`config.mk`:
```
export PLATFORM = sky130hd
export DESIGN_NAME = order_command_line_parser
export DESIGN_NICKNAME = d
export VERILOG_FILES = /design/src/rtl/ocl_pkg.sv /design/src/rtl/order_command_line_parser.sv
export VERILOG_INCLUDE_DIRS = /design/src /design/src/rtl
export SDC_FILE = /design/constraint.sdc
export NUM_CORES = 1
export LEC_CHECK = 0
export BUFFER_PORTS_ARGS = -buffer_cell sky130_fd_sc_hd__clkbuf_2
export CORE_MARGIN = 10
export CORE_UTILIZATION = 30
export DETAILED_ROUTE_END_ITERATION = 12
export SYNTH_ARGS = -nofsm -noshare
export SYNTH_HDL_FRONTEND = slang
export SYNTH_SLANG_ARGS = --single-unit
```
`constraint.sdc`:
```
create_clock -name clk -period 11.29 [get_ports clk]
set_clock_uncertainty 0.1 [all_clocks]
set_input_delay 1.6935 -clock clk [delete_from_list [all_inputs] [get_ports clk]]
set_output_delay 1.6935 -clock clk [all_outputs]
set_load 0.02 [all_outputs]
```
`src/rtl/assert_macros.svh`:
```
// assertion macros used by order_command_line_parser
`ifndef ASSERT_MACROS_SVH
`define ASSERT_MACROS_SVH

// implication checked every clock, idle during reset
`define ASSERT_IMPL(label, ante, cons, msg) \
    label: assert property (@(posedge clk) disable iff (!rst_n) (ante) |-> (cons)) \
        else $error(msg);

// next-cycle implication
`define ASSERT_NEXT(label, ante, cons, msg) \
    label: assert property (@(posedge clk) disable iff (!rst_n) (ante) |=> (cons)) \
        else $error(msg);

`endif

```
`src/rtl/ocl_pkg.sv`:
```
// ----------------------------------------------------------------------------
// ocl_pkg
// constants and types for the order command line parser
// ----------------------------------------------------------------------------
package ocl_pkg;

    localparam int MAX_TOKENS       = 6;
    localparam int PRICE_BITS       = 64;
    localparam int QTY_BITS         = 32;
    localparam int HANDLE_BITS      = 64;
    localparam int PARTICIPANT_BITS = 32;

    localparam int KW_COUNT  = 9;
    localparam int PART_LEN  = 12;

    // keyword indexes
    localparam int KW_LIMIT  = 0;
    localparam int KW_MARKET = 1;
    localparam int KW_CANCEL = 2;
    localparam int KW_BID    = 3;
    localparam int KW_ASK    = 4;
    localparam int KW_GTC    = 5;
    localparam int KW_IOC    = 6;
    localparam int KW_FOK    = 7;
    localparam int KW_PART   = 8;

    typedef enum logic [3:0] {
        ERR_NONE  = 4'd0,
        ERR_EMPTY = 4'd1,
        ERR_CMD   = 4'd2,
        ERR_SIDE  = 4'd3,
        ERR_PRICE = 4'd4,
        ERR_QTY   = 4'd5,
        ERR_HANDLE= 4'd6,
        ERR_TIF   = 4'd7,
        ERR_PART  = 4'd8,
        ERR_COUNT = 4'd9
    } err_t;

    typedef enum logic [1:0] {
        CMD_NONE   = 2'd0,
        CMD_LIMIT  = 2'd1,
        CMD_MARKET = 2'd2,
        CMD_CANCEL = 2'd3
    } cmd_t;

    typedef enum logic [2:0] {
        NK_NONE   = 3'd0,
        NK_PRICE  = 3'd1,
        NK_QTY    = 3'd2,
        NK_HANDLE = 3'd3,
        NK_PART   = 3'd4
    } nkind_t;

    // time-in-force codes
    typedef enum logic [1:0] {
        TIF_GTC = 2'd0,
        TIF_IOC = 2'd1,
        TIF_FOK = 2'd2
    } tif_t;

    // keyword text lookup, 8'h00 past the end
    function automatic logic [7:0] kw_char(input int k, input logic [3:0] pos);
        logic [12*8-1:0] s;
        begin
            case (k)
                KW_LIMIT:  s = {"LIMIT",  56'h0};
                KW_MARKET: s = {"MARKET", 48'h0};
                KW_CANCEL: s = {"CANCEL", 48'h0};
                KW_BID:    s = {"BID",    72'h0};
                KW_ASK:    s = {"ASK",    72'h0};
                KW_GTC:    s = {"GTC",    72'h0};
                KW_IOC:    s = {"IOC",    72'h0};
                KW_FOK:    s = {"FOK",    72'h0};
                default:   s = "PARTICIPANT=";
            endcase
            if (pos < 4'd12)
                kw_char = s[(11 - int'(pos))*8 +: 8];
            else
                kw_char = 8'h00;
        end
    endfunction

    function automatic logic [3:0] kw_len(input int k);
        begin
            case (k) inside
                KW_LIMIT:               kw_len = 4'd5;
                KW_MARKET, KW_CANCEL:   kw_len = 4'd6;
                KW_PART:                kw_len = 4'd12;
                default:                kw_len = 4'd3;
            endcase
        end
    endfunction

    function automatic logic [63:0] umax(input int bits);
        begin
            if (bits >= 64) umax = '1;
            else umax = (64'd1 << bits) - 64'd1;
        end
    endfunction

endpackage

```
`src/rtl/order_command_line_parser.sv`:
```
// ----------------------------------------------------------------------------
// order_command_line_parser
// parses one order command line, one character per transaction
// ----------------------------------------------------------------------------
// Input channel: char_code/has_char/end_of_line/line_seq under in_valid and
// in_ready. Every character is folded into the line state in the cycle it is
// accepted: keyword match flags, token count and one multiply-by-ten
// accumulate, so one character is taken every cycle unless a line end stalls.
// A transaction with end_of_line set closes the line; in the cycle after it the
// result (error_code plus order fields, or an error) is shown on the output
// channel under out_valid and out_ready. Throughput is one transaction per
// cycle unless a line end waits on an untaken result.
// The result register is a single stage: while it holds an untaken result
// in_ready follows out_ready, so a new line end can overwrite it only in the
// cycle the old one leaves. Characters that end no line are taken whatever
// the output does.
// Reset clears the line state and drops out_valid. No clearing pass.
`include "assert_macros.svh"

module order_command_line_parser (
    input  logic                clk,
    input  logic                rst_n,
    input  logic                in_valid,
    output logic                in_ready,
    input  logic [7:0]          char_code,
    input  logic                has_char,
    input  logic                end_of_line,
    input  logic [63:0]         line_seq,
    output logic                out_valid,
    input  logic                out_ready,
    output logic [63:0]         seq_out,
    output logic [3:0]          error_code,
    output logic [1:0]          msg_kind,
    output logic                side_ask,
    output logic signed [63:0]  price,
    output logic [31:0]         quantity,
    output logic [63:0]         order_handle,
    output logic [1:0]          tif_code,
    output logic [31:0]         participant
);

    // line state
    logic [2:0]   tok_cnt_reg,  tok_cnt_next;
    logic         too_many_reg, too_many_next;
    logic         in_tok_reg,   in_tok_next;
    logic [3:0]   pos_reg,      pos_next;
    logic [8:0]   kw_reg,       kw_next;
    ocl_pkg::cmd_t cmd_reg,     cmd_next;
    logic [63:0]  acc_reg,      acc_next;
    logic         neg_reg, neg_next, ovf_reg, ovf_next;
    logic         bad_reg, bad_next, emp_reg, emp_next;
    logic [63:0]  hprice_reg,   hprice_next;
    logic [31:0]  hqty_reg,     hqty_next;
    logic [31:0]  hpart_reg,    hpart_next;
    logic         hside_reg,    hside_next;
    logic [1:0]   htif_reg,     htif_next;
    logic [1:0]   seen_reg,     seen_next;
    ocl_pkg::err_t ferr_reg,    ferr_next;

    // result register
    logic         ovalid_reg;
    logic [63:0]  seq_reg;
    logic [3:0]   err_reg;
    logic [1:0]   kind_reg;
    logic         side_reg;
    logic [63:0]  price_reg;
    logic [31:0]  qty_reg;
    logic [63:0]  handle_reg;
    logic [1:0]   tif_reg;
    logic [31:0]  part_reg;

    logic         in_fire;
    logic         res_load;

    assign in_ready = !ovalid_reg || out_ready || !end_of_line;
    assign in_fire  = in_valid && in_ready;
    assign res_load = in_fire && end_of_line;

    // next-state logic for one character and the line end
    logic [3:0]   err_c;
    logic [1:0]   kind_c;
    logic         side_c;
    logic [63:0]  price_c;
    logic [31:0]  qty_c;
    logic [63:0]  handle_c;
    logic [1:0]   tif_c;
    logic [31:0]  part_c;

    always_comb
    begin
        logic         is_sp;
        logic         run;
        logic [2:0]   idx;
        ocl_pkg::nkind_t kind;
        logic [3:0]   start;
        logic [63:0]  lim;
        logic [63:0]  dig;
        logic [63:0]  acc_x10;
        logic [67:0]  prod;
        logic         fin;
        logic         num_ok;
        logic         tif_hit;
        logic [1:0]   tif_val;
        logic         prefix;
        ocl_pkg::err_t ne;
        logic         cnt_bad;

        tok_cnt_next  = tok_cnt_reg;
        too_many_next = too_many_reg;
        in_tok_next   = in_tok_reg;
        pos_next      = pos_reg;
        kw_next       = kw_reg;
        cmd_next      = cmd_reg;
        acc_next      = acc_reg;
        neg_next      = neg_reg;
        ovf_next      = ovf_reg;
        bad_next      = bad_reg;
        emp_next      = emp_reg;
        hprice_next   = hprice_reg;
        hqty_next     = hqty_reg;
        hpart_next    = hpart_reg;
        hside_next    = hside_reg;
        htif_next     = htif_reg;
        seen_next     = seen_reg;
        ferr_next     = ferr_reg;
        err_c = '0; kind_c = '0; side_c = 1'b0; price_c = '0; qty_c = '0;
        handle_c = '0; tif_c = '0; part_c = '0;
        is_sp = 1'b0; run = 1'b0; idx = '0; kind = ocl_pkg::NK_NONE;
        start = '0; lim = '0; dig = '0; acc_x10 = '0; prod = '0; fin = 1'b0;
        num_ok = 1'b0; tif_hit = 1'b0; tif_val = '0; prefix = 1'b0;
        ne = ocl_pkg::ERR_NONE; cnt_bad = 1'b0;

        is_sp = (char_code == 8'h20) || (char_code == 8'h09) ||
                (char_code == 8'h0D) || (char_code == 8'h0A);

        // character step
        if (in_fire && has_char && !too_many_reg) begin
            if (is_sp) begin
                fin = in_tok_reg;
            end else begin
                run = 1'b1;
                if (!in_tok_reg) begin
                    if (tok_cnt_reg >= 3'(ocl_pkg::MAX_TOKENS)) begin
                        too_many_next = 1'b1;
                        run = 1'b0;
                    end else begin
                        tok_cnt_next = tok_cnt_reg + 3'd1;
                        in_tok_next  = 1'b1;
                        pos_next     = '0;
                        kw_next      = '1;
                        acc_next     = '0;
                        neg_next = 1'b0; ovf_next = 1'b0;
                        bad_next = 1'b0; emp_next = 1'b1;
                    end
                end
            end
        end
        if (in_fire && end_of_line && in_tok_next && !too_many_next)
            fin = 1'b1;

        if (run) begin
            idx = tok_cnt_next - 3'd1;
            // keyword matching
            for (int k = 0; k < ocl_pkg::KW_COUNT; k++) begin
                if (!(pos_next < ocl_pkg::kw_len(k) &&
                      char_code == ocl_pkg::kw_char(k, pos_next)) &&
                    !(k == ocl_pkg::KW_PART &&
                      pos_next >= 4'(ocl_pkg::PART_LEN)))
                    kw_next[k] = 1'b0;
            end
            case (cmd_reg)
                ocl_pkg::CMD_LIMIT:
                    kind = (idx == 3'd2) ? ocl_pkg::NK_PRICE :
                           (idx == 3'd3) ? ocl_pkg::NK_QTY :
                           (idx >= 3'd4) ? ocl_pkg::NK_PART : ocl_pkg::NK_NONE;
                ocl_pkg::CMD_MARKET:
                    kind = (idx == 3'd2) ? ocl_pkg::NK_QTY : ocl_pkg::NK_NONE;
                ocl_pkg::CMD_CANCEL:
                    kind = (idx == 3'd1) ? ocl_pkg::NK_HANDLE : ocl_pkg::NK_NONE;
                default:
                    kind = ocl_pkg::NK_NONE;
            endcase
            start = (kind == ocl_pkg::NK_PART) ? 4'(ocl_pkg::PART_LEN) : 4'd0;
            if (kind != ocl_pkg::NK_NONE && pos_next >= start) begin
                if (pos_next == start && char_code == "-" &&
                    kind == ocl_pkg::NK_PRICE) begin
                    neg_next = 1'b1;
                end else if (char_code < "0" || char_code > "9") begin
                    bad_next = 1'b1;
                end else begin
                    emp_next = 1'b0;
                    if (!ovf_next) begin
                        dig = {60'd0, char_code[3:0]};
                        case (kind)
                            ocl_pkg::NK_PRICE:
                                lim = ocl_pkg::umax(ocl_pkg::PRICE_BITS - 1) +
                                      {63'd0, neg_next};
                            ocl_pkg::NK_QTY:
                                lim = ocl_pkg::umax(ocl_pkg::QTY_BITS);
                            ocl_pkg::NK_HANDLE:
                                lim = ocl_pkg::umax(ocl_pkg::HANDLE_BITS);
                            default:
                                lim = ocl_pkg::umax(ocl_pkg::PARTICIPANT_BITS);
                        endcase
                        // acc*10 + d <= lim, checked exactly in 68 bits
                        acc_x10 = (acc_next << 3) + (acc_next << 1);
                        prod = ({4'd0, acc_next} << 3) + ({4'd0, acc_next} << 1)
                               + {4'd0, dig};
                        if (prod > {4'd0, lim})
                            ovf_next = 1'b1;
                        else
                            acc_next = acc_x10 + dig;
                    end
                end
            end
            if (pos_next < 4'd15) pos_next = pos_next + 4'd1;
        end

        // token close
        if (fin) begin
            idx = tok_cnt_next - 3'd1;
            in_tok_next = 1'b0;
            num_ok = !ovf_next && !bad_next && !emp_next;
            if (idx == 3'd0) begin
                if (kw_next[ocl_pkg::KW_LIMIT] && pos_next == 4'd5)
                    cmd_next = ocl_pkg::CMD_LIMIT;
                else if (kw_next[ocl_pkg::KW_MARKET] && pos_next == 4'd6)
                    cmd_next = ocl_pkg::CMD_MARKET;
                else if (kw_next[ocl_pkg::KW_CANCEL] && pos_next == 4'd6)
                    cmd_next = ocl_pkg::CMD_CANCEL;
                else
                    cmd_next = ocl_pkg::CMD_NONE;
            end else if (cmd_reg != ocl_pkg::CMD_NONE) begin
                if (idx == 3'd1) begin
                    if (cmd_reg == ocl_pkg::CMD_CANCEL) begin
                        if (num_ok) hprice_next = acc_next;
                        else ne = ocl_pkg::ERR_HANDLE;
                    end else if (kw_next[ocl_pkg::KW_BID] && pos_next == 4'd3)
                        hside_next = 1'b0;
                    else if (kw_next[ocl_pkg::KW_ASK] && pos_next == 4'd3)
                        hside_next = 1'b1;
                    else
                        ne = ocl_pkg::ERR_SIDE;
                end else if (cmd_reg == ocl_pkg::CMD_MARKET && idx == 3'd2) begin
                    if (num_ok) hqty_next = acc_next[31:0];
                    else ne = ocl_pkg::ERR_QTY;
                end else if (cmd_reg == ocl_pkg::CMD_LIMIT) begin
                    if (idx == 3'd2) begin
                        if (!num_ok) ne = ocl_pkg::ERR_PRICE;
                        else if (neg_next) hprice_next = 64'd0 - acc_next;
                        else hprice_next = acc_next;
                    end else if (idx == 3'd3) begin
                        if (num_ok) hqty_next = acc_next[31:0];
                        else ne = ocl_pkg::ERR_QTY;
                    end else begin
                        // trailers
                        if (pos_next == 4'd3) begin
                            if (kw_next[ocl_pkg::KW_GTC]) begin
                                tif_hit = 1'b1; tif_val = ocl_pkg::TIF_GTC;
                            end else if (kw_next[ocl_pkg::KW_IOC]) begin
                                tif_hit = 1'b1; tif_val = ocl_pkg::TIF_IOC;
                            end else if (kw_next[ocl_pkg::KW_FOK]) begin
                                tif_hit = 1'b1; tif_val = ocl_pkg::TIF_FOK;
                            end
                        end
                        prefix = kw_next[ocl_pkg::KW_PART] &&
                                 pos_next >= 4'(ocl_pkg::PART_LEN);
                        if (tif_hit) begin
                            if (seen_reg[0]) ne = ocl_pkg::ERR_TIF;
                            else begin
                                seen_next[0] = 1'b1;
                                htif_next = tif_val;
                            end
                        end else if (prefix && num_ok) begin
                            if (seen_reg[1]) ne = ocl_pkg::ERR_PART;
                            else begin
                                seen_next[1] = 1'b1;
                                hpart_next = acc_next[31:0];
                            end
                        end else
                            ne = prefix ? ocl_pkg::ERR_PART : ocl_pkg::ERR_TIF;
                    end
                end
            end
            if (ferr_reg == ocl_pkg::ERR_NONE && ne != ocl_pkg::ERR_NONE)
                ferr_next = ne;
        end

        // line end: build the result and clear the line
        if (res_load) begin
            cnt_bad = (cmd_next == ocl_pkg::CMD_LIMIT  && tok_cnt_next < 3'd4) ||
                      (cmd_next == ocl_pkg::CMD_MARKET && tok_cnt_next != 3'd3) ||
                      (cmd_next == ocl_pkg::CMD_CANCEL && tok_cnt_next != 3'd2);
            if (tok_cnt_next == 3'd0)          err_c = ocl_pkg::ERR_EMPTY;
            else if (too_many_next)            err_c = ocl_pkg::ERR_COUNT;
            else if (cmd_next == ocl_pkg::CMD_NONE) err_c = ocl_pkg::ERR_CMD;
            else if (cnt_bad)                  err_c = ocl_pkg::ERR_COUNT;
            else                               err_c = ferr_next;
            if (err_c == ocl_pkg::ERR_NONE) begin
                kind_c = cmd_next - 2'd1;
                case (cmd_next)
                    ocl_pkg::CMD_LIMIT: begin
                        side_c = hside_next; price_c = hprice_next;
                        qty_c = hqty_next; tif_c = htif_next; part_c = hpart_next;
                    end
                    ocl_pkg::CMD_MARKET: begin
                        side_c = hside_next; qty_c = hqty_next;
                    end
                    default:
                        handle_c = hprice_next;
                endcase
            end
            tok_cnt_next = '0; too_many_next = 1'b0; in_tok_next = 1'b0;
            pos_next = '0; kw_next = '1; cmd_next = ocl_pkg::CMD_NONE;
            acc_next = '0; neg_next = 1'b0; ovf_next = 1'b0; bad_next = 1'b0;
            emp_next = 1'b0; hprice_next = '0; hqty_next = '0; hpart_next = '0;
            hside_next = 1'b0; htif_next = '0; seen_next = '0;
            ferr_next = ocl_pkg::ERR_NONE;
        end
    end

    // line state registers
    always_ff @(posedge clk or negedge rst_n)
    begin
        if (!rst_n) begin
            tok_cnt_reg <= '0; too_many_reg <= 1'b0; in_tok_reg <= 1'b0;
            pos_reg <= '0; kw_reg <= '1; cmd_reg <= ocl_pkg::CMD_NONE;
            acc_reg <= '0; neg_reg <= 1'b0; ovf_reg <= 1'b0; bad_reg <= 1'b0;
            emp_reg <= 1'b0; hprice_reg <= '0; hqty_reg <= '0; hpart_reg <= '0;
            hside_reg <= 1'b0; htif_reg <= '0; seen_reg <= '0;
            ferr_reg <= ocl_pkg::ERR_NONE;
        end else begin
            tok_cnt_reg <= tok_cnt_next; too_many_reg <= too_many_next;
            in_tok_reg <= in_tok_next; pos_reg <= pos_next; kw_reg <= kw_next;
            cmd_reg <= cmd_next; acc_reg <= acc_next; neg_reg <= neg_next;
            ovf_reg <= ovf_next; bad_reg <= bad_next; emp_reg <= emp_next;
            hprice_reg <= hprice_next; hqty_reg <= hqty_next;
            hpart_reg <= hpart_next; hside_reg <= hside_next;
            htif_reg <= htif_next; seen_reg <= seen_next; ferr_reg <= ferr_next;
        end
    end

    // result valid
    always_ff @(posedge clk or negedge rst_n)
    begin
        if (!rst_n)
            ovalid_reg <= 1'b0;
        else if (res_load)
            ovalid_reg <= 1'b1;
        else if (out_ready)
            ovalid_reg <= 1'b0;
    end

    // result payload
    always_ff @(posedge clk)
    begin
        if (res_load) begin
            seq_reg <= line_seq; err_reg <= err_c; kind_reg <= kind_c;
            side_reg <= side_c; price_reg <= price_c; qty_reg <= qty_c;
            handle_reg <= handle_c; tif_reg <= tif_c; part_reg <= part_c;
        end
    end

    assign out_valid     = ovalid_reg;
    assign seq_out       = seq_reg;
    assign error_code    = err_reg;
    assign msg_kind      = kind_reg;
    assign side_ask      = side_reg;
    assign price         = price_reg;
    assign quantity      = qty_reg;
    assign order_handle  = handle_reg;
    assign tif_code      = tif_reg;
    assign participant   = part_reg;

    // checks
    `ASSERT_IMPL(a_err_zero_fields, out_valid && error_code != ocl_pkg::ERR_NONE,
        msg_kind == 2'd0 && price == 64'd0 && quantity == 32'd0, "error result carries data")
    `ASSERT_NEXT(a_line_cleared, res_load,
        tok_cnt_reg == 3'd0 && !in_tok_reg && !too_many_reg, "line state not cleared")
    `ASSERT_IMPL(a_tok_bound, 1'b1,
        tok_cnt_reg <= 3'(ocl_pkg::MAX_TOKENS), "token count beyond limit")

endmodule
```
After elaboration in Yosys (flattened, before gate mapping). Index checks and enable logic that the tools add are counted. Widths: inputs -> output; s select.

Bits in registers: 491. Input bits: 78. Output and inout port bits: 267. Word-level logic and storage cells: 425.

Add/subtract/negate cells: 11. Magnitude comparators: 15. Equal/unequal tests: 38. Shift-type cells: 9. Muxes and demuxes: 252. Bitwise operators: 1. Reduce and logical (&&, ||, !) cells: 70.

Operators with widths (count): $mux 64 (28); $mux 96 (9); $shiftx 96x8->8 (9); $mux 32 (22); $mux 8 (18); $mux 4 (33); $pmux 64 s2 (1); $mux 1 (87); $eq 8x8->1 (9); $add 67x65->68 (1); $add 68x4->68 (1); $gt 68x64->1 (1); $mux 2 (34); $add 63x1->64 const A (1); $add 64x4->64 (1); $add 64x64->64 (1); $sub 1x64->64 const A (1); $mux 9 (6); $mux 3 (13); $logic_and 1x1->1 (33); $eq 8x4->1 const B (3); $eq 8x6->1 const B (2); $lt 4x4->1 (4); $reduce_bool 2->1 (7); other kinds (36) (71).

Logic depth before layout (Yosys ltp).
Depth in word-level cells: 55. Mapped depth: 50. Mapped depth without buffers: 36.

Least setup slack after synthesis. OpenSTA, ideal clock, no wires.

Path kind: input -> register. Start point: input char_code[3]. End point: register handle_reg[50], in the netlist order_handle[50], data pin. Library setup time: 269 ps. Arrival time: 11744 ps. Setup slack: -822 ps. Cell stages on the path: 47. Path buffers: 13. Cells stage by stage: clkbuf_1 or3_1 or4_4 buf_6 nand4_1 buf_4 buf_4 buf_2 buf_2 clkbuf_1 clkbuf_1 clkbuf_1 nand2_1 fa_1 inv_1 ha_1 a211oi_1 o211ai_1 (+11 left out) a21oi_1 a21o_1 a311oi_2 and4_4 buf_2 buf_2 buf_2 buf_1 nor2_1 a21oi_1 ha_1 o21ai_0 o21a_1 or4_4 nor2_1 nor3_1 a221oi_1 nor2_1.

Cells in the longest elaborated chain, start to end: 53. Elaborated cells on any way between the ends: 254.

RTL lines: from (decl) (line order_command_line_parser.sv:25) `input logic [7:0] char_code,`; $eq 8x6->1 or $eq 8x4->1 (tied branches) (line order_command_line_parser.sv:133) `is_sp = (char_code == 8'h20) || (char_code == 8'h09) ||`; $logic_or 1x1->1 (2 in a row) (line order_command_line_parser.sv:133); $logic_or 1x1->1 (line order_command_line_parser.sv:134) `(char_code == 8'h0D) || (char_code == 8'h0A);`; $mux 3 (line order_command_line_parser.sv:138) `if (is_sp) begin`; $mux 3 (line order_command_line_parser.sv:137) `if (in_fire && has_char && !too_many_reg) begin`; $sub 3x1->3 (line order_command_line_parser.sv:162, order_command_line_parser.sv:221); $ge 3x3->1 (line order_command_line_parser.sv:175) `(idx >= 3'd4) ? ocl_pkg::NK_PART : ocl_pkg::NK_NONE;`; $mux 3 (line order_command_line_parser.sv:175); (+36 left out); $mux 4 (line order_command_line_parser.sv:297) `else if (cnt_bad) err_c = ocl_pkg::ERR_COUNT;`; $mux 4 (line order_command_line_parser.sv:296) `else if (cmd_next == ocl_pkg::CMD_NONE) err_c = ocl_pkg::ERR_CMD;`; $mux 4 (line order_command_line_parser.sv:295) `else if (too_many_next) err_c = ocl_pkg::ERR_COUNT;`; $mux 4 (line order_command_line_parser.sv:294) `if (tok_cnt_next == 3'd0) err_c = ocl_pkg::ERR_EMPTY;`; $mux 4 (line order_command_line_parser.sv:290) `if (res_load) begin`; $logic_not 4->1 (line order_command_line_parser.sv:299) `if (err_c == ocl_pkg::ERR_NONE) begin`; $not 1->1 (no source line); $reduce_or 3->1 (no source line); to (signal assigned) (line order_command_line_parser.sv:360) `handle_reg <= handle_c; tif_reg <= tif_c; part_reg <= part_c;`; to (decl) (line order_command_line_parser.sv:68) `logic [63:0] handle_reg;`.

Parallel ways exist; a longest one is shown, timed or not. The select of a mux whose other input is x is not followed. A chain may end at the register's enable or synchronous reset.

Worst setup path after layout.
Start point: input char_code[6]. End point: register price_reg[58], in the netlist price[58], data pin.

Cells in the longest elaborated chain, start to end: 52. Elaborated cells on any way between the ends: 253.

RTL lines: $eq 8x6->1 or $eq 8x4->1 (tied branches) (line order_command_line_parser.sv:133); $logic_or 1x1->1 (2 in a row) (line order_command_line_parser.sv:133); $logic_or 1x1->1 (line order_command_line_parser.sv:134); $mux 3 (line order_command_line_parser.sv:138); $mux 3 (line order_command_line_parser.sv:137); $sub 3x1->3 (line order_command_line_parser.sv:162, order_command_line_parser.sv:221); $ge 3x3->1 (line order_command_line_parser.sv:175); $mux 3 (line order_command_line_parser.sv:175); (+35 left out); $mux 4 (line order_command_line_parser.sv:220) `if (fin) begin`; $mux 4 (line order_command_line_parser.sv:297); $mux 4 (line order_command_line_parser.sv:296); $mux 4 (line order_command_line_parser.sv:295); $mux 4 (line order_command_line_parser.sv:294); $mux 4 (line order_command_line_parser.sv:290); $logic_not 4->1 (line order_command_line_parser.sv:299); $reduce_and 2->1 (no source line); to (signal assigned) (line order_command_line_parser.sv:359) `side_reg <= side_c; price_reg <= price_c; qty_reg <= qty_c;`; to (decl) (line order_command_line_parser.sv:66) `logic [63:0] price_reg;`.

Parallel ways exist; a longest one is shown, timed or not. The select of a mux whose other input is x is not followed.

==> reports/qor.txt <==
DRT Pass-1 Iters: 7
post-layout net count: 4196
layout cells sized above 1: 20.3%
CTS sink count: 491
largest net degree at the start of global routing: 189
critical setup path kind: in -> reg
actual slew at the worst max-slew pin: 1.19 ns
Yosys reg bits: 491
Worst VDD drop: 0.109 mV
detailed-route via count: 28.9k
DP Area: 36100 um^2
cts bufs inserted: 48
Iter 0 DRT Violations: 2860
ys async rst share: 46.0%
CP Data Arrival Time: 11.14 ns
Period minus WS final: 10.79 ns
Die ar.: 117000 um^2
CTS tree: done
outcome: finished clean
Max Slew Vio Count: 0
Area Growth Syn to Fin: 21.3%
final setup vio count: 0
unrepaired setup endpoints after global routing: false
Critical path buffers and inverters: 2
relative slew slack: 20.1%
total grt overflow: 0
Post-Syn Area per Cell: 9.09 um^2
Seq. cell area: 13600 um^2
EDFF count, synth: 265
Post-Layout Cell Count: 5320
met1 wire length: 48300 um
Fillers: 10.4k
first-pass GRT wire length: 177000 um
routed wire length: 118000 um
fmax: 92.7 MHz
worst min path class: reg -> reg
Leak: 16.8 nW
Starting Density: 30.3%
Die Ht: 342 um
Clock Latency Late Sink: 0.61 ns
Top FF cell, synth: edfxtp_1
crit-path max cell delay: 0.59 ns
Synth Instances: 3417
Cell Area, Synth: 31000 um^2
Final period util: 95.6%
RD Place Congestion: 0.967
commonest non-fill, non-tap cells in the layout: nor2_1, clkbuf_2, buf_4, nand2_1, edfxtp_1
syn nets: 3702
post-route cell area: 37600 um^2
area taken by multi-input logic gates: 16400 um^2
row count: 117
initial antenna violation count: 3
CP Max Fanout: 50
CP endpoint kind: register
critical path's top delay family: simple AND/OR/NAND/NOR gates
vias in the first global route: 28.5k
Final Hold Viols: 0
Power Dens Cells: 105 nW/um^2
HPWL Detailed: 91600 um
CP Launch Type: input port
Antenna Violating Nets Remaining: 0
Die X: 342 um
clock buffer depth: 3
CTS Hold Buffers Added: 0
sequential share of the synthesized area: 43.9%
vias per inst: 5.44
met3 wire len: 7850 um
I/O Buffers: 344
H-Tree Level Count: 2
Top Layer Used: met5
commonest non-fill, non-tap cell in the layout: nor2_1
area of the core: 102000 um^2
Root Buffer: clkbuf_16
pre-CTS setup slack: -0.0478 ns
final worst slack: 0.502 ns
Clk pin slew, worst setup/hold paths: 0.06 ns
slowest CP cell: or4_4
Total GRT Usage: 19.3%
WL met2: 57900 um
# IOs: 345
Avg WL per Cell: 22.2 um
warnings from Yosys: 0
Residual DRC: 0
placed insts: 5229
CP required: 11.64 ns
Max Cap Viol: 0
Cell variety after synth: 106
## final cells by class
class                           count  share of cell area [%]
Timing Repair Buffer              633                    10.8
Antenna cell                        1                 0.00665
Sequential cell                   491                    36.2
Clock inverter                     26                   0.602
Multi-Input combinational cell   2651                    43.4
Inverter                           86                   0.877
Clock buffer                       64                    3.54
Tap cell                         1368                    4.55
## metrics by stage
| step | utilization [%] | TNS (ns) | hold slack [ns] | total power [mW] |
|---|---|---|---|---|
| after floorplan | - | 0 | 0.366 | 2.25 |
| after detailed placement | 35.3 | -0.180 | 0.393 | 2.38 |
| after CTS | 36.8 | 0 | 0.407 | 3.99 |
| after global placement | 35.3 | 0 | 0.382 | 2.38 |
| final | 36.8 | 0 | 0.400 | 3.96 |
| after global routing | 36.8 | 0 | 0.418 | 4.09 |
## tightest hold or removal path, stage by stage (launching register included)
cell and delay, ns:
dfrtp_1 0.32, a21oi_1 0.07, nor2_1 0.08
## cells in the mapped netlist (27+ instances only)
cell | instances | area, um^2
a211oi_1 | 41 | 308
a21o_1 | 41 | 308
a21oi_1 | 262 | 1310
a31oi_1 | 41 | 257
and2_1 | 69 | 432
and3_1 | 32 | 200
buf_2 | 38 | 190
clkbuf_1 | 133 | 499
dfrtp_1 | 217 | 5430
edfxtp_1 | 265 | 7960
ha_1 | 205 | 2560
inv_1 | 84 | 315
mux2i_1 | 58 | 581
nand2_1 | 267 | 1000
nand3_1 | 79 | 395
nand4_1 | 62 | 388
nor2_1 | 665 | 2500
nor3_1 | 89 | 445
nor4_1 | 34 | 213
o211ai_1 | 29 | 218
o21a_1 | 27 | 203
o21ai_0 | 151 | 756
o22ai_1 | 27 | 169
or3_1 | 31 | 194
xnor2_1 | 59 | 517
## where the power goes
| group | internal, mW | switching (mW) | total [mW] |
|---|---|---|---|
| Sequential | 1.95 | 0.0333 | 1.98 |
| Combinational | 0.107 | 0.258 | 0.365 |
| Clock | 0.884 | 0.728 | 1.61 |
| Total | 2.94 | 1.02 | 3.96 |
## logic make-up (layout without fill, tap and decap cells)
family | Yosys count | after routing | share of synthesized area, %
adders and majority gates | 207 | 207 | 8.39
xor gates and xnor gates | 82 | 82 | 2.31
other | 0 | 1 | 0
and+or+nand+nor | 1467 | 1467 | 22.2
DFF | 491 | 491 | 43.9
buffers and inverters | 275 | 809 | 3.71
muxes | 66 | 66 | 2.16
AOI/OAI and AO/OA | 829 | 829 | 17.4
## final timing paths
path	slack, ns	depth (start not counted)	start	to
hold reg to reg	0.40	2	hpart_reg[26]$_DFF_PN0_	hpart_reg[26]$_DFF_PN0_
max in group asynchronous	7.65	3	rst_n	htif_reg[1]$_DFF_PN0_
setup / recovery	0.50	34	char_code[6]	price[58]$_SDFFCE_PN0P_
hold / removal	0.40	2	hpart_reg[26]$_DFF_PN0_	hpart_reg[26]$_DFF_PN0_
setup reg to reg	1.61	33	out_valid$_DFFE_PN0P_	price[58]$_SDFFCE_PN0P_
min in group asynchronous	1.05	1	rst_n	hpart_reg[11]$_DFF_PN0_
## routing by layer
metal | track usage (%) | vias up
met5 | 0 | -
met4 | 6.24 | 2
met3 | 2.71 | 227
met2 | 33.1 | 1139
met1 | 24.7 | 14100
li1 | - | 13500
## what timing repair did
| action | 4_1_cts | 5_1_grt |
|---|---|---|
| gates resized for setup | 0 | 4 |
| setup endpoints to repair | 0 | 70 |
| setup buffers | 0 | 0 |
(Power assumes the default switching activity.)
